==> src/design/shs_pkg.sv <==
`timescale 1ns / 1ps
// ----------------------------------------------------------------------------
// shs_pkg
// shared types and constants of the chained string hash set
// ----------------------------------------------------------------------------
package shs_pkg;

    localparam int BUCKETS   = 64;
    localparam int NODES     = 256;
    localparam int KEY_BYTES = 30;

    localparam int BKT_W   = $clog2(BUCKETS);
    localparam int BCNT_W  = 7;
    localparam int NODE_W  = $clog2(NODES);
    localparam int USED_W  = NODE_W + 1;
    localparam int LEN_W   = $clog2(KEY_BYTES + 1);
    localparam int CHAR_AW = $clog2(NODES * KEY_BYTES);
    localparam int LINK_W  = 1 + NODE_W + LEN_W;
    localparam int HASH_W  = 32;

    localparam logic [11:0] HASH_MULT = 12'd2137;

    localparam logic [1:0] ACT_CLEAR  = 2'd0;
    localparam logic [1:0] ACT_INSERT = 2'd1;
    localparam logic [1:0] ACT_LOOKUP = 2'd2;
    localparam logic [1:0] ACT_NONE   = 2'd3;

    localparam logic [1:0] ST_OK       = 2'd0;
    localparam logic [1:0] ST_POOL     = 2'd1;
    localparam logic [1:0] ST_TOO_LONG = 2'd2;
    localparam logic [1:0] ST_NO_BKT   = 2'd3;

    typedef struct packed {
        logic [1:0]        action;
        logic signed [7:0] char_code;
        logic              last;
    } t_in_word;

    typedef struct packed {
        logic       found;
        logic [1:0] status;
    } t_out_word;

endpackage

==> src/design/shs_mod.sv <==
`timescale 1ns / 1ps
// ----------------------------------------------------------------------------
// shs_mod
// bit serial remainder of the 32 bit hash by the bucket count
// ----------------------------------------------------------------------------
module shs_mod (
    input  logic                        i_clk,
    input  logic                        i_rst_n,
    input  logic                        i_start,
    input  logic [shs_pkg::HASH_W-1:0]  i_dividend,
    input  logic [shs_pkg::BCNT_W-1:0]  i_divisor,
    output logic                        o_done,
    output logic [shs_pkg::BKT_W-1:0]   o_rem
);
    import shs_pkg::*;

    localparam int CNT_W = $clog2(HASH_W);

    logic [HASH_W-1:0] r_q;
    logic [BKT_W-1:0]  r_rem, n_rem;
    logic [BCNT_W-1:0] r_div;
    logic [CNT_W-1:0]  r_cnt;
    logic              r_busy, r_done;
    logic [BKT_W:0]    w_t;

    always_comb begin
        w_t = {r_rem, r_q[HASH_W-1]};
        if (w_t >= r_div) begin
            w_t = w_t - r_div;
        end
        n_rem = w_t[BKT_W-1:0];
    end

    always_ff @(posedge i_clk) begin
        if (!i_rst_n) begin
            r_busy <= 1'b0;
            r_done <= 1'b0;
            r_cnt  <= '0;
        end else begin
            r_done <= 1'b0;
            if (i_start) begin
                r_busy <= 1'b1;
                r_cnt  <= '0;
            end else if (r_busy) begin
                r_cnt <= r_cnt + 1'b1;
                if (r_cnt == CNT_W'(HASH_W - 1)) begin
                    r_busy <= 1'b0;
                    r_done <= 1'b1;
                end
            end
        end
    end

    always_ff @(posedge i_clk) begin
        if (i_start) begin
            r_q   <= i_dividend;
            r_rem <= '0;
            r_div <= i_divisor;
        end else if (r_busy) begin
            r_q   <= {r_q[HASH_W-2:0], 1'b0};
            r_rem <= n_rem;
        end
    end

    assign o_done = r_done;
    assign o_rem  = r_rem;

endmodule

==> config.mk <==
export PLATFORM = sky130hd
export DESIGN_NAME = shs_mod
export DESIGN_NICKNAME = d
export VERILOG_FILES = /design/src/design/shs_pkg.sv /design/src/design/shs_mod.sv
export SDC_FILE = /design/constraint.sdc
export NUM_CORES = 1
export LEC_CHECK = 0
export BUFFER_PORTS_ARGS = -buffer_cell sky130_fd_sc_hd__buf_2
export CAP_MARGIN = 20
export CORE_MARGIN = 10
export CORE_UTILIZATION = 51
export CTS_CLUSTER_DIAMETER = 30
export DETAILED_ROUTE_END_ITERATION = 8
export GPL_TIMING_DRIVEN = 0
export PLACE_DENSITY = 0.74
export RECOVER_POWER = 50
export SYNTH_ARGS = -nofsm -noshare
export SYNTH_HDL_FRONTEND = slang
export SYNTH_SLANG_ARGS = --single-unit
export TNS_END_PERCENT = 1
==> constraint.sdc <==
create_clock -name i_clk -period 2 [get_ports i_clk]
set_input_delay 0.3 -clock i_clk [delete_from_list [all_inputs] [get_ports i_clk]]
set_output_delay 0.3 -clock i_clk [all_outputs]
set_load 0.01 [all_outputs]
Yosys cells after proc, flatten, opt, wreduce, memory -nomap -nowiden
Index checks and enable logic that the tools add are counted.
- memories: 0
- ROM bits: 0
- logic and storage cells: 22
- bits in latches: 0
- memory bits (writable): 0
- bits in registers: 52
- eq/ne operators: 1
- reductions and logical operators: 3
- muxes and demuxes: 7
- divide/modulo/power cells: 0
- order comparisons: 1
- multipliers: 0
- bitwise logic cells: 2
- shift operators: 0
- add/sub/neg operators: 2
- operators by type and width (cell ; count):
    $mux W32 ; 2
    $ge A7 B7 Y1 ; 1
    $mux W6 ; 1
    $sub A6 B6 Y6 ; 1
    $add A5 B1 Y5 const B ; 1
    $eq A5 B5 Y1 const B ; 1
    $mux W1 ; 4
    $reduce_or A3 Y1 ; 1
    $not A1 Y1 ; 2
    $reduce_bool A2 Y1 ; 1
    $reduce_or A2 Y1 ; 1

Logic depth before layout (Yosys ltp)
Gate-level depths: netlist (run 1).
- depth after elaboration: 4
- mapped depth: 8

Least setup slack after synthesis (run 1)
OpenSTA, ideal clock, no wires.
- path type: reg2reg
- from: reg r_rem[1], in the netlist o_rem[1]
- to: reg r_rem[5], in the netlist o_rem[5]
- period minus slack after synthesis: 1.827 ns
- path slack: 0.173 ns
- stages on the path, launching flop included: 7
- buffers on the path: 0
- arrival: 1.739 ns
- path through: dfxtp_1 -> ha_1 -> o21ai_1 -> a21oi_1 -> or4b_1 -> a41o_1 -> a311oi_2
- cells in the longest elaborated chain, start to end: 2
- elaborated cells between the ends (all ways): 3
- classes of those cells: add/sub: 1; order compare: 1; mux: 1
- ends and longest elaborated chain (element ; RTL line ; RTL):
    start, declared ; shs_mod.sv:20 ; logic [BKT_W-1:0] r_rem, n_rem;
    start signal, assigned ; shs_mod.sv:61 ; r_rem <= n_rem;
    $sub A6 B6 Y6 / $ge A7 B7 Y1 (equally long branches) ; shs_mod.sv:29, shs_mod.sv:28 ;
    $mux W6 * ; shs_mod.sv:28 ; if (w_t >= r_div) begin
Every way passes the cells marked *; elsewhere a longest branch is shown, timed or not.
A chain may end at the register's enable or synchronous reset.

Worst setup path after layout (run 1)
- from: reg r_div[4]
- to: reg r_rem[0], in the netlist o_rem[0]
- cells in the longest elaborated chain, start to end: 2
- ends and longest elaborated chain (element ; RTL line ; RTL):
    start, declared ; shs_mod.sv:21 ; logic [BCNT_W-1:0] r_div;
    start signal, assigned ; shs_mod.sv:58 ; r_div <= i_divisor;
    $ge A7 B7 Y1 ; shs_mod.sv:28 ;
    $mux W6 ; shs_mod.sv:28 ;
Every way passes these cells.

==> results of run 1 <==
[final cells by class]
class | count | share of cell area (%)
Multi-Input combinational cell | 112 | 33.6
Inverter | 9 | 1.18
Timing Repair Buffer | 49 | 8.33
Sequential cell | 52 | 49.9
Buffer | 7 | 0.915
Clock inverter | 2 | 1.22
Clock buffer | 6 | 2.53
Tap cell | 54 | 2.35
[report_power, final]
group / switching (W) / internal (W) / total (W)
sequential: 0.0000377 / 0.00127 / 0.00131
clock: 0.000332 / 0.000372 / 0.000703
combinational: 0.000178 / 0.000181 / 0.000359
[state kept, by name (all words and copies together) (netlist names)]
name / flops
r_cnt: 5
o_rem: 6
r_q: 32
o_done: 1
r_busy: 1
r_div: 7
[worst max-delay path, cell delays in order, from the launching register on]
cell and delay [ps]:
edfxtp_1 330, inv_1 40, ha_1 370, a21oi_1 90, o21ai_1 220, a21oi_4 110, or4b_1 500, o311ai_1 110
[per-stage QoR]
stage | total power (W) | worst slack [ps] | util [%]
final | 0.00237 | 125 | 61.2
after CTS | 0.00239 | 66.0 | 60.9
after global placement | 0.00168 | -354 | 58.5
after floorplan | 0.00158 | 173 | -
after detailed placement | 0.00169 | -344 | 58.5
after global routing | 0.00250 | -8.59 | 61.2
[timing repair]
item                                    CTS  global route
endpoints found under the setup margin   32             4
pin swaps                                 0             1
gates cloned                              0             0
setup buffers                             0             1
resized for setup                         1             3
endpoints found under the hold margin     0             0
[worst min path at each step]
stage / slack, ps / startpoint / end / depth (start not counted)
4_1_cts: 150 / i_divisor[5] / r_div[5] / 1
2_1_floorplan: 400 / i_divisor[0] / r_div[0] / 0
5_1_grt: 150 / i_divisor[5] / r_div[5] / 1
3_5_place_dp: 480 / i_divisor[5] / r_div[5] / 1
3_3_place_gp: 480 / i_divisor[5] / r_div[5] / 1
6_report: 160 / i_divisor[6] / r_div[6] / 1
[cells in the mapped netlist]
master,instances,area [µm²]
a211oi_1,3,22.5
a21oi_1,7,35.0
a21oi_4,1,16.3
a311oi_2,1,15.0
a41o_1,1,10.0
and2_1,1,6.26
and3_1,1,6.26
buf_1,2,7.51
clkbuf_1,5,18.8
dfxtp_1,13,260
edfxtp_1,39,1170
fa_1,1,20.0
ha_1,10,125
inv_1,9,33.8
mux2_2,31,349
mux2i_1,5,50.1
nand2_1,7,26.3
nand2b_1,4,25.0
nand3b_1,1,7.51
nand4_1,1,6.26
nand4b_1,2,17.5
nor2_1,16,60.1
nor2_2,1,6.26
nor2b_1,2,12.5
o21a_1,1,7.51
o21ai_1,3,15.0
o311ai_1,2,17.5
or2_2,1,6.26
or4b_1,3,30.0
xnor2_1,2,17.5
xor2_1,4,35.0
[layer usage]
| metal | vias to the layer above | global-route usage (%) |
|---|---|---|
| met5 | - | 0 |
| met4 | 0 | 4.34 |
| met3 | 7 | 4.83 |
| met2 | 31 | 18.5 |
| met1 | 704 | 14.8 |
| li1 | 768 | - |
[cell families (layout without fill, tap and decap cells)]
| logic type | Yosys count | count (layout) | share of synthesized area (%) |
|---|---|---|---|
| compound gates | 19 | 19 | 5.70 |
| xor+xnor | 6 | 6 | 2.16 |
| fa+ha+maj | 11 | 11 | 5.95 |
| buf+inv | 16 | 73 | 2.46 |
| flops | 52 | 52 | 58.7 |
| mux | 36 | 36 | 16.4 |
| simple gates | 40 | 40 | 8.63 |
==> impl_metrics.ini, run 1 <==
[logic_synthesis]
postSynthCellCount = 180
synth_seq_cells = 52
yosysUniqueCellTypes = 31
syn_area_um2 = 2440
syn-num-nets = 233
ys_warn_count = 0
syn_area_per_cell_um2 = 13.5
yosysSeqAreaShare_pct = 58.7

[setup_path]
rr_worst_depth = 7
reg2reg_from = r_div[4]
crit_path_start = r_div[4]
required_ps = 2200
worst-path-max-fanout = 9
start_kind = register
crit_end = o_rem[0]
worstReg2RegEnd = o_rem[0]
path_class = reg -> reg
r2r_setup_slack_ps = 130
crit_path_end_kind = register
worstPathArrival_ps = 2070

[drt]
wl_per_cell_um = 15.0
finalWirelength_um = 4370
dr_wl_met2_um = 2020
drc = 0
via_per_inst = 5.19
first_iter_violations = 37
top_layer_used = met4
antenna_left = 0
drtPass1Iterations = 4
via_count = 1510
wl_met3_um = 311
wl_met1_um = 1980

[global_routing]
grt_max_degree = 33
grt_pass1_wl_um = 7380
gr-total-overflow = 0
grt_pass1_vias = 1578
grt_antenna_before_repair = 0
track_usage_pct = 12.0

[clocking]
insertion_delay_ps = 300
clk_pin_slew_worst_paths_ps = 90
htree_levels = 2
ctsHoldBuffers = 0
cts_made_buffers = 5
cts_sinks = 52
cts_root_buf = clkbuf_8
clockBufferDepth = 2
cts_tree = yes

[final_layout]
n_fill_cell = 391
mostFrequentLayoutCells = 41 x buf_2, 39 x edfxtp_1, 31 x mux2_2, 16 x nor2_1, 15 x clkbuf_1
seqCellArea_um2 = 1430
fin_area_um2 = 2870
syn_to_final_growth_pct = 17.8
layout.nets = 289
diodes = 0
drive_gt1_share_pct = 36.3
final_common_cell = buf_2
final_cells = 291
multi_input_area_um2 = 965

[sta]
fmax_mhz = 533
final_max_slew_viol_count = 0
tightest_slew_ps = 554
period_share_pct = 93.7
finalCriticalPeriod_ps = 1870
hold_slack_ps = 164
skew_ps = 9.86
setup_viol = 0
slew_headroom_pct = 63.1
fin_setup_tns_ps = 0
final_hold_viol_count = 0

[place]
place_area_um2 = 2750
routabilityCongestion = 0.766
numPortBuffers = 48
dp.cells = 282
hpwl_um = 3220

[run_status]
status = finished clean

[floorplanning]
core_area_um2 = 4690
start_util_pct = 51.9
die_area_um2 = 7940
die_y_um = 89.1
rows = 25
ioPinCount = 49
die_width_um = 89.1

[pwr]
irDropWorstVdd_mv = 0.506
leakagePower_nw = 1.15
p_per_area_nw_per_um2 = 826

[min_path]
hp-class = in -> reg

[run]
max-cap-violations = 0
(Power assumes the default switching activity.)
==> run 2, diff against run 1 <==
Settings changed: ABC_CLOCK_PERIOD_IN_PS set to 2000, PLACE_DENSITY 0.74 to 0.82.
==> impl_metrics.ini, run 2 (same netlist as run 1, synthesis figures left out) <==
[pwr]
irDropWorstVdd_mv = 0.448
leakagePower_nw = 1.15
power_switching_w = 0.000551
combPwrFrac_pct = 15.1
p_int_w = 0.00182
power_frac_clock_pct = 29.8
switching_share_pct = 23.2
p_per_area_nw_per_um2 = 827
seqPwrFrac_pct = 55.2
fin_total_pwr_w = 0.00237

[drt]
finalWirelength_um = 4360
wl_per_cell_um = 15.0
antenna_left = 0
via_count = 1538
via_per_inst = 5.29
first_iter_violations = 99
drc = 0
drtPass1Iterations = 4

[global_routing]
track_usage_pct = 11.6
gr-total-overflow = 0
grt_pass1_vias = 1661
grt_pass1_wl_um = 7130
grt_antenna_before_repair = 0
grt_max_degree = 33

[clocking]
cts_root_buf = clkbuf_8
cts_tree = yes
clockBufferDepth = 2
clk_pin_slew_worst_paths_ps = 90
insertion_delay_ps = 300
cts_made_buffers = 5
cts_sinks = 52
htree_levels = 2
ctsHoldBuffers = 0

[sta]
hold_slack_ps = 167
final_hold_viol_count = 0
finalCriticalPeriod_ps = 1890
layout_setup_ws_ps = 109
fmax_mhz = 529
period_share_pct = 94.5
skew_ps = 4.28
tightest_slew_ps = 521
rsz0062_at_grt = no
slew_headroom_pct = 65.3
final_max_slew_viol_count = 0
setup_viol = 0

[setup_path]
crit_family = compound AO/OA/AOI/OAI gates
worstPathArrival_ps = 2110
cpPeakStageDelay_ps = 470
start_kind = register
critPathBufInv = 0
crit_slowest_cell = or4b_1
required_ps = 2220
crit_chain = ha_2, o21ai_2, a21oi_1, or4b_1, a41o_1, a311oi_2
path_class = reg -> reg
worst-path-max-fanout = 6
crit_path_end_kind = register

[final_layout]
syn_to_final_growth_pct = 17.7
top_register = r_q
drive_gt1_share_pct = 37.1
fin_util_pct = 61.1
fin_area_um2 = 2870
largest_reg_flops = 32
final_common_cell = buf_2
diodes = 0
n_fill_cell = 391
mostFrequentLayoutCells = 41 x buf_2, 39 x edfxtp_1, 31 x mux2_2, 16 x nor2_1, 14 x clkbuf_1
layout.nets = 289

[floorplanning]
ioPinCount = 49
die_area_um2 = 7940
start_util_pct = 51.9
die_y_um = 89.1
die_width_um = 89.1
core_area_um2 = 4690
rows = 25

[place]
numPortBuffers = 48
routabilityCongestion = 0.747
hpwl_um = 3310
place_area_um2 = 2750
dp_slack_ps = -347

[run]
max-cap-violations = 0

[min_path]
hp-class = in -> reg

[run_status]
status = finished clean
run 2: final timing paths:
path | start | depth (start not counted) | end | slack [ps]
hold reg to reg | r_cnt[4] | 2 | r_cnt[4] | 510
setup reg to reg | o_rem[1] | 6 | o_rem[5] | 110
setup / recovery | o_rem[1] | 6 | o_rem[5] | 110
hold / removal | i_divisor[2] | 1 | r_div[2] | 170
run 2: power groups by stage:
| stage | sequential (W) | clock, W | combinational, W |
|---|---|---|---|
| finish | 0.00131 | 0.000706 | 0.000358 |
| global route | 0.00132 | 0.000767 | 0.000404 |
| CTS | 0.00131 | 0.000728 | 0.000358 |
| detailed placement | 0.00133 | 0 | 0.000356 |
| global placement | 0.00133 | 0 | 0.000344 |
| floorplan | 0.00133 | 0 | 0.000250 |
run 2: final cells by class:
type	count	area, µm²	area share (%)
buffer	7	26.3	0.916
clock inverter	3	42.5	1.48
sequential	52	1430	49.9
clock buffer	5	68.8	2.40
inverter	9	33.8	1.18
tap	54	67.6	2.36
timing repair buffer	49	239	8.33
multi-input combinational	112	958	33.4
run 2: metal layers:
metal	wire length, µm	track usage, %	part of all wire [%]
met2	2030	18.5	47
met3	411	5.74	9.4
met4	38	3.47	0.87
met1	1880	13.3	43
met5	0	0	0
run 2: metrics by stage:
step                instances  TNS (ps)
floorplan                 180         0
global placement          282    -10530
detailed placement        282    -11080
CTS                       290         0
global route              291         0
finish                    291         0
run 2: what timing repair did:
action	CTS	global route
setup buffers	0	1
gates cloned	0	0
gates resized for setup	1	3
endpoints found under the setup margin	32	2
