`src/design/shs_ram.sv`:
```
`timescale 1ns / 1ps
// ----------------------------------------------------------------------------
// shs_ram
// generic simple dual port ram, one write port, one registered read port
// ----------------------------------------------------------------------------
module shs_ram #(
    parameter int WIDTH = 8,
    parameter int DEPTH = 64
) (
    input  logic                     i_clk,
    input  logic                     i_we,
    input  logic [$clog2(DEPTH)-1:0] i_waddr,
    input  logic [WIDTH-1:0]         i_wdata,
    input  logic [$clog2(DEPTH)-1:0] i_raddr,
    output logic [WIDTH-1:0]         o_rdata
);

    logic [WIDTH-1:0] r_mem [DEPTH];
    logic [WIDTH-1:0] r_rdata;

    always_ff @(posedge i_clk) begin
        if (i_we) begin
            r_mem[i_waddr] <= i_wdata;
        end
        r_rdata <= r_mem[i_raddr];
    end

    assign o_rdata = r_rdata;

endmodule

```
`config.mk`:
```
export PLATFORM = sky130hd
export DESIGN_NAME = shs_ram
export DESIGN_NICKNAME = d
export VERILOG_FILES = /design/src/design/shs_ram.sv
export SDC_FILE = /design/constraint.sdc
export NUM_CORES = 1
export LEC_CHECK = 0
export BUFFER_PORTS_ARGS = -buffer_cell sky130_fd_sc_hd__buf_4
export CAP_MARGIN = 0
export CORE_ASPECT_RATIO = 0.75
export CORE_UTILIZATION = 62
export CTS_CLUSTER_DIAMETER = 120
export CTS_CLUSTER_SIZE = 30
export DETAILED_ROUTE_END_ITERATION = 16
export PLACE_DENSITY = 0.81
export RECOVER_POWER = 100
export SYNTH_ARGS = -nofsm -noshare
export SYNTH_HDL_FRONTEND = slang
export SYNTH_SLANG_ARGS = --single-unit
```
`constraint.sdc`:
```
create_clock -name i_clk -period 2.06 [get_ports i_clk]
set_input_delay 0.206 -clock i_clk [delete_from_list [all_inputs] [get_ports i_clk]]
set_output_delay 0.206 -clock i_clk [all_outputs]
set_load 0.02 [all_outputs]
```
Word level (Yosys, flattened, before mapping). Memories as Yosys holds them, arrays and structs flattened. A register that Yosys moved wholly into a read port is not among the register bits. Index checks and enable logic that the tools add are counted.

Mux-type cells: 2.

Operators with widths (number): $mux W1 (2).

Memories kept: 1. Input bits: 22. Flip-flop bits (word level): 0. Word-level logic and storage cells: 3. Output and inout port bits: 8. Bits in writable memories: 512.

Memory list: r_mem (words 64, bits a word 8, read ports 1, clocked after memory_dff 1, wr ports 1, RTL line 18) `logic [WIDTH-1:0] r_mem [DEPTH];`.

Depth between registers and ports, before layout. Gate-level depths: netlist of run 1.

Depth after elaboration: 2. Gate-level depth with buffers: 9. Depth with buffers taken out: 5.

Least setup slack after synthesis of run 1. OpenSTA, ideal clock, no wires.

Path kind: input to register. Start point: input port i_raddr[1]. End point: register r_rdata[3] (netlist: o_rdata[3]), read port of r_mem. Path buffers: 3. Required time: 1.932 ns. Stages: 7. Setup slack: 0.186 ns. Arrival: 1.746 ns. Library setup time: 0.128 ns. Cell sequence: buf_4 -> buf_2 -> buf_2 -> mux4_2 -> mux4_2 -> o21ai_1 -> o41ai_1.

RTL lines: from (decl) (RTL line 14) `input logic [$clog2(DEPTH)-1:0] i_raddr,`; to (decl) (RTL line 19) `logic [WIDTH-1:0] r_rdata;`.

==> impl_metrics.toml, run 1 <==
[placed_design]
dp_hpwl_um = 27800
gp_congestion = 0.895
place_ws_ns = -0.238
portBuffers = 29
dp_cells = 1478

[detailed_routing]
viasPerCell = 6.63
detail_route.wl_per_cell_um = 28.6
drt_wl_total_um = 43400
drtIter0Drc = 1406
drt_pass1_iterations = 6
drc_errors = 0
ant_nets = 0
via_count = 10100

[global_routing]
grt_pass1_wl_um = 63600
grt_max_degree = 65
track_usage_pct = 27.1
grt_pass1_vias = 9884
antenna_found_initial = 1
overflow = 0

[worst_setup_path]
cp-end-kind = "flip-flop"
cp_max_fo = 1
cp-start-kind = "flip-flop"
cp.arrival_ns = 2.46
required_ns = 2.53
crit_type = "reg -> reg"

[timing]
relSlewSlack_pct = 7.23
whs_ns = 0.157
fin_setup_tns_ns = 0
slew_viol_final = 0
post-route-period-util_pct = 96.7
fin_ws_ns = 0.0688
hold_viol = 0
rsz0062_at_grt = "no"
tightest_slew_ns = 1.39
clock_skew_ns = 0.0336
finalCriticalPeriod_ns = 1.99
finalSetupViolations = 0
max_freq_mhz = 502

[power]
vdd_ir_drop_max_mv = 0.848
combPwrFrac_pct = 6.5
powerDensity_mw_per_mm2 = 815
seqPwrFrac_pct = 65.6
clock_power_share_pct = 27.9
netSwitchingPower_mw = 3.75
swShare_pct = 20.9
p_int_mw = 14.2
p_leak_nw = 6.72

[final_layout]
fin_nets = 1089
num_antenna_cells = 0
fin_util_pct = 69.5
fillers = 1939
layout-drive-gt1-share_pct = 21.4
layoutNonFillerInstCount = 1517
synthToLayoutAreaGrowth_pct = 8.95
final_cell_mix = "512 x edfxtp_1, 126 x mux4_2, 102 x clkbuf_1, 83 x nor2_1, 45 x buf_4"
final_common_cell = "edfxtp_1"

[synthesis]
synthDistinctLibCells = 40
syn_inst = 940
synth_area_mm2 = 0.0202
yosysSeqAreaShare_pct = 77.0
syn_nets = 962
yosysTopAreaCell = "edfxtp_1"
yosys-top-cells-area = "edfxtp_1 76%, mux4_2 14%, nor2_1 1.5%"
ys_warn_count = 0
synth_top_area_share_pct = 76.2
ys_ff_latch = 520
synth.avg_cell_area_um2 = 21.5

[outcome]
status = "completed"

[clock_network]
cts_max_level = 1
cts_max_path_buffers = 3
cts-root-buf = "clkbuf_16"
clk_latency_ns = 0.59
cts_tree = "built"
cts.sinks = 520
numCtsBuffers = 21
path_clk_slew_ns = 0.12

[floorplan]
dieArea_mm2 = 0.0333
rows = 56
coreArea_mm2 = 0.0316
start_util_pct = 63.8
dieWidth_um = 210
ios = 30
die_h_um = 158

[flow_run]
drv_cap = 0

[hold_path]
hold_class = "in -> reg"
==> routing by layer <==
metal / routed length (um) / GRT usage (%) / vias to the layer above
li1: - / - / 4142
met1: 18100 / 41.9 / 5273
met2: 19900 / 40.3 / 574
met3: 4390 / 5.67 / 73
met4: 1030 / 6.57 / 0
met5: 0 / 0 / -
==> power by group through the flow <==
stage	Clock (mW)	Combinational (mW)	Sequential, mW
6_report	5.00	1.16	11.7
5_1_grt	5.40	1.23	11.8
4_1_cts	5.06	1.19	11.7
3_5_place_dp	0	1.19	12.0
3_3_place_gp	0	1.15	12.0
2_1_floorplan	0	0.624	12.0
==> flip-flops by register name, summed over array words and instances, names as in the netlist <==
signal and flops:
o_rdata 8, r_mem 512
==> Yosys cell counts (all sizes together) <==
cell and number:
o2111ai 3, a2111oi 2, or3 1, mux2 13, nand2 19, o311ai 1, a211oi 4, nor2b 14
o221ai 8, dfxtp 8, nor2 83, nand4 2, o22ai 8, o41ai 2, nand4b 1, o21ai 4
nor3 7, nand3 13, nand2b 7, a221oi 6, and2 1, mux4 126, nand3b 3, nor4 2
mux2i 23, edfxtp 512, clkbuf 17, a22oi 3, a21oi 3, o21a 2, o221a 2, a31oi 1
o2bb2ai 3, o32ai 2, buf 34
==> critical path, stage by stage (launching register included) <==
cell	delay [ns]
edfxtp_1	0.41
mux4_2	0.46
nor2b_1	0.15
a2111oi_1	0.50
clkbuf_1	0.26
o41ai_1	0.11
==> cell families (layout without fill, tap and decap cells) <==
logic type             after synthesis  after routing  share of synthesized area [%]
muxes                              162            162                           15.9
and+or+nand+nor                    153            153                           3.39
buffers and inverters               51            193                           1.57
DFF                                520            520                           77.0
AOI/OAI and AO/OA                   54             54                           2.07
==> metrics by stage <==
stage	area (um2)	power (mW)
floorplan	20200	12.6
global placement	21700	13.1
detailed placement	21700	13.2
CTS	22300	18.0
global route	22000	18.4
finish	22000	17.9
==> cell type report <==
cell class	instances	area [um2]	share of cell area [%]
tap	435	544	2.48
clock inverter	2	28.8	0.131
sequential	520	15500	70.7
clock buffer	36	582	2.65
multi-input combinational	369	4320	19.7
timing repair buffer	155	958	4.36
==> path summary, 6_finish.rpt <==
check	start	end	slack [ns]	cells after the start
setup reg to reg	r_mem[0][3]	o_rdata[3]	0.07	5
setup / recovery	r_mem[0][3]	o_rdata[3]	0.07	5
hold reg to reg	r_mem[30][6]	o_rdata[6]	0.88	3
hold / removal	i_raddr[4]	o_rdata[0]	0.16	3
==> repair_timing <==
item | in CTS | in global routing
resized for setup | 0 | 3
setup buffers | 0 | 0
hold buffers | 1 | 0
endpoints found under the setup margin | 0 | 3
endpoints found under the hold margin | 3 | 0
(Power assumes the default switching activity.)
==> inputs of run 2 (changes only) <==
--- a/config.mk
+++ b/config.mk
@@ -7,7 +7,7 @@
 export LEC_CHECK = 0
 export BUFFER_PORTS_ARGS = -buffer_cell sky130_fd_sc_hd__buf_4
 export CAP_MARGIN = 0
-export CORE_ASPECT_RATIO = 0.75
+export CORE_ASPECT_RATIO = 1.2
 export CORE_UTILIZATION = 62
 export CTS_CLUSTER_DIAMETER = 120
 export CTS_CLUSTER_SIZE = 30
==> impl_metrics.toml, run 2 (synthesis gave the netlist of run 1 again) <==
[floorplan]
dieWidth_um = 167
die_h_um = 200
rows = 72
coreArea_mm2 = 0.0322
start_util_pct = 62.7
dieArea_mm2 = 0.0333
ios = 30

[global_routing]
grt_use_met2_pct = 47.0
grt_max_degree = 65
use_met1_pct = 36.8
grt_pass1_wl_um = 64500
grt_pass1_vias = 9916
overflow = 0
grtUsageMet3_pct = 2.91
antenna_found_initial = 0
track_usage_pct = 27.0
busiest_layer = "met2"

[timing]
fin_ws_ns = 0.0444
fin_setup_tns_ns = 0
tightest_slew_ns = 1.41
max_freq_mhz = 496
post-route-period-util_pct = 97.8
finalSetupViolations = 0
slew_viol_final = 0
relSlewSlack_pct = 5.75
rsz0062_at_grt = "no"
hold_viol = 0
clock_skew_ns = 0.0213
finalCriticalPeriod_ns = 2.02

[final_layout]
fin_nets = 1090
fillers = 1974
largest_reg_flops = 512
multi_input_area_mm2 = 0.00432
layout-drive-gt1-share_pct = 21.0
num_antenna_cells = 0
seq_area_mm2 = 0.0155
synthToLayoutAreaGrowth_pct = 8.42
final_cell_mix = "512 x edfxtp_1, 126 x mux4_2, 107 x clkbuf_1, 83 x nor2_1, 47 x buf_4"
design_area_mm2 = 0.0219
final_common_cell = "edfxtp_1"
regMostFlops = "r_mem"

[placed_design]
place_ws_ns = -0.285
dpl_cell_area_mm2 = 0.0216
dp_hpwl_um = 27900
portBuffers = 29
gp_congestion = 0.827

[power]
powerDensity_mw_per_mm2 = 817
vdd_ir_drop_max_mv = 0.506
p_total_mw = 17.9
p_leak_nw = 6.68

[outcome]
status = "completed"

[worst_setup_path]
worstPathCellList = "mux4_2, mux2_2, o221a_2, nor3_1, buf_4, o32ai_1"
cp-start-kind = "flip-flop"
cp_max_fo = 1
crit_family = "multiplexers"
cp-end-kind = "flip-flop"
crit_type = "reg -> reg"
path_buf_inv = 1
critPathMaxStageDelay_ns = 0.51
slowest_stage = "mux4_2"
cp.arrival_ns = 2.46
required_ns = 2.50

[detailed_routing]
via_count = 10100
drtIter0Drc = 1329
detail_route.wl_per_cell_um = 29.6
drt_wl_total_um = 44100
drt_pass1_iterations = 5
drc_errors = 0
viasPerCell = 6.78
ant_nets = 0

[clock_network]
cts_hold_buffers = 0
numCtsBuffers = 21
cts_tree = "built"
cts.sinks = 520
cts_max_level = 1
path_clk_slew_ns = 0.11
cts_max_path_buffers = 3
cts-root-buf = "clkbuf_16"
clk_latency_ns = 0.55
post_cts_buffers = 0
cts_resized = 0

[hold_path]
hold_class = "in -> reg"

[flow_run]
drv_cap = 0
run 2: cell count changes in the layout (fill, tap and decap cells not counted), moves of 2 or more:
cell,previous run,this run
a2111oi_0,0,2
a2111oi_1,2,0
buf_12,11,8
buf_4,45,47
clkbuf_1,102,107
run 2: final timing paths:
| kind | cells past startpoint | slack, ns | endpoint | startpoint |
|---|---|---|---|---|
| setup reg to reg | 6 | 0.04 | o_rdata[4] | r_mem[21][4] |
| setup / recovery | 6 | 0.04 | o_rdata[4] | r_mem[21][4] |
| hold / removal | 2 | 0.04 | o_rdata[4] | i_raddr[5] |
| hold reg to reg | 3 | 0.83 | o_rdata[4] | r_mem[30][4] |
run 2: layer usage:
layer | wire length (um) | vias up
met4 | 1350 | 0
li1 | - | 4148
met5 | 0 | -
met2 | 22800 | 581
met1 | 16300 | 5268
met3 | 3660 | 95
run 2: worst reg2reg max path, stage by stage (launching register included):
cell      delay, ns
edfxtp_1       0.39
mux4_2         0.51
mux2_2         0.30
o221a_2        0.28
nor3_1         0.21
buf_4          0.15
o32ai_1        0.08
run 2: cell type report:
type,instances,area share (%)
clock buffer,36,2.66
clock inverter,1,0.0916
multi-input combinational,369,19.7
sequential,520,71.1
tap,407,2.33
timing repair buffer,156,4.13
run 2: report_power, final:
group	leakage [nW]	total, mW	internal (mW)	switching, mW
clock	0.286	4.97	1.98	2.99
sequential	4.67	11.7	11.7	0.0441
combinational	1.72	1.14	0.449	0.695
run 2: metrics by stage:
step                      instances  util, %  hold slack [ns]
after floorplan                 940        -            0.305
final                          1489     68.0           0.0401
after CTS                      1489     69.1           0.0182
after global routing           1489     68.0           0.0351
after detailed placement       1452     67.3            0.589
after global placement         1452     67.3            0.582
==> inputs of run 3 (changes only) <==
==> constraint.sdc (replaced) <==
create_clock -name i_clk -period 2.06 [get_ports i_clk]
set_input_delay 0.412 -clock i_clk [delete_from_list [all_inputs] [get_ports i_clk]]
set_output_delay 0.412 -clock i_clk [all_outputs]
set_load 0.02 [all_outputs]
==> impl_metrics.toml, run 3 (synthesis gave the netlist of run 1 again) <==
[worst_setup_path]
reg2reg_slack_ns = -0.0003
cp-start-kind = "flip-flop"
required_ns = 2.48
reg2reg_depth = 6
crit_type = "reg -> reg"
startpoint = "r_mem[29][4]"
crit_family = "multiplexers"
cp.depth = 6
cp.arrival_ns = 2.48
critPathMaxStageDelay_ns = 0.51
cp-end-kind = "flip-flop"
crit_end = "o_rdata[4]"
reg2reg_to = "o_rdata[4]"
slowest_stage = "mux4_2"
worstPathCellList = "mux4_2, mux2_2, o221a_2, nor3_2, buf_4, o32ai_1"
path_buf_inv = 1
r2r-start = "r_mem[29][4]"
cp_max_fo = 1

[clock_network]
path_clk_slew_ns = 0.11
cts_hold_buffers = 0
clk_latency_ns = 0.54
cts.sinks = 520
cts_tree = "built"
cts_max_level = 1
cts_max_path_buffers = 3
cts-root-buf = "clkbuf_16"
numCtsBuffers = 21

[timing]
relSlewSlack_pct = 6.27
fin_setup_tns_ns = -0.000312
hold_viol = 0
rsz0062_at_grt = "no"
max_freq_mhz = 485
slew_viol_final = 0
finalSetupViolations = 1
tightest_slew_ns = 1.41
post-route-period-util_pct = 100
clock_skew_ns = 0.0199
fin_ws_ns = -0.000312
finalCriticalPeriod_ns = 2.06

[power]
combPwrFrac_pct = 6.7
p_int_mw = 14.1
clock_power_share_pct = 27.6
netSwitchingPower_mw = 3.71
swShare_pct = 20.8
seqPwrFrac_pct = 65.8
vdd_ir_drop_max_mv = 0.711
powerDensity_mw_per_mm2 = 810
p_leak_nw = 6.79

[final_layout]
final_cell_mix = "512 x edfxtp_1, 126 x mux4_2, 101 x clkbuf_1, 83 x nor2_1, 67 x buf_4"
fin_util_pct = 68.5
largest_reg_flops = 512
regMostFlops = "r_mem"
layoutNonFillerInstCount = 1509
design_area_mm2 = 0.0220
final_common_cell = "edfxtp_1"
synthToLayoutAreaGrowth_pct = 9.29
fin_nets = 1111
layout-drive-gt1-share_pct = 23.3

[global_routing]
overflow = 0
busiest_layer = "met2"
antenna_found_initial = 0
grt_use_met2_pct = 47.0
use_met1_pct = 35.7
grt_max_degree = 65
grt_pass1_wl_um = 64200
grt_pass1_vias = 10100
grtUsageMet3_pct = 3.58
track_usage_pct = 27.0

[floorplan]
dieWidth_um = 167
dieArea_mm2 = 0.0333
ios = 30
rows = 72
die_h_um = 200
coreArea_mm2 = 0.0322
start_util_pct = 62.7

[detailed_routing]
viasPerCell = 6.71
drtIter0Drc = 1297
drc_errors = 0
ant_nets = 0
drt_wl_total_um = 44200
detail_route.wl_per_cell_um = 29.3
via_count = 10100
drt_pass1_iterations = 5

[hold_path]
worstHoldStart = "i_raddr[5]"
hold_class = "in -> reg"

[placed_design]
dpl_cell_area_mm2 = 0.0218
gp_congestion = 0.865
dp_hpwl_um = 28200
dp_cells = 1473
place_ws_ns = -0.601
portBuffers = 29

[outcome]
violations = "setup timing"
status = "finished with violations"

[flow_run]
drv_cap = 0
[run 3: timing repair]
| action | 4_1_cts | 5_1_grt |
|---|---|---|
| cloned | 0 | 0 |
| buffers inserted | 0 | 0 |
| resized for setup | 3 | 3 |
| setup endpoints to repair | 3 | 3 |
[run 3: per-stage QoR]
stage / power, mW / hold WS (ns)
after CTS: 17.9 / 0.233
after detailed placement: 13.2 / 0.801
after floorplan: 12.6 / 0.511
after global placement: 13.1 / 0.800
final: 17.9 / 0.259
after global routing: 18.3 / 0.240
[run 3: how the worst min path moves through the flow]
stage	end	slack, ns	cells past startpoint
after floorplan	r_mem[0][0]	0.51	0
after CTS	o_rdata[5]	0.23	2
after global placement	o_rdata[5]	0.80	2
after detailed placement	o_rdata[5]	0.80	2
final	o_rdata[5]	0.26	2
after global routing	o_rdata[5]	0.24	2
[run 3: final cells by class]
type                    instances  area (um2)
fillers                      1962       10100
well taps                     407         509
flip-flops and latches        520       15500
repair buffers                177        1050
diodes                          1        2.50
multi-input cells             369        4340
clock buffers                  34         574
clock inverters                 1        20.0
[run 3: per-layer routing]
metal	part of all wire (%)	vias up
met2	51	577
met5	0	-
met1	36	5268
met3	9.0	95
li1	-	4190
met4	3.5	0
[run 3: power by group through the flow]
| stage | clock network (mW) | logic (mW) | registers (mW) |
|---|---|---|---|
| after global routing | 5.28 | 1.25 | 11.8 |
| after CTS | 4.96 | 1.22 | 11.7 |
| after global placement | 0 | 1.17 | 12.0 |
| after detailed placement | 0 | 1.20 | 12.0 |
| final | 4.92 | 1.19 | 11.7 |
| after floorplan | 0 | 0.625 | 12.0 |
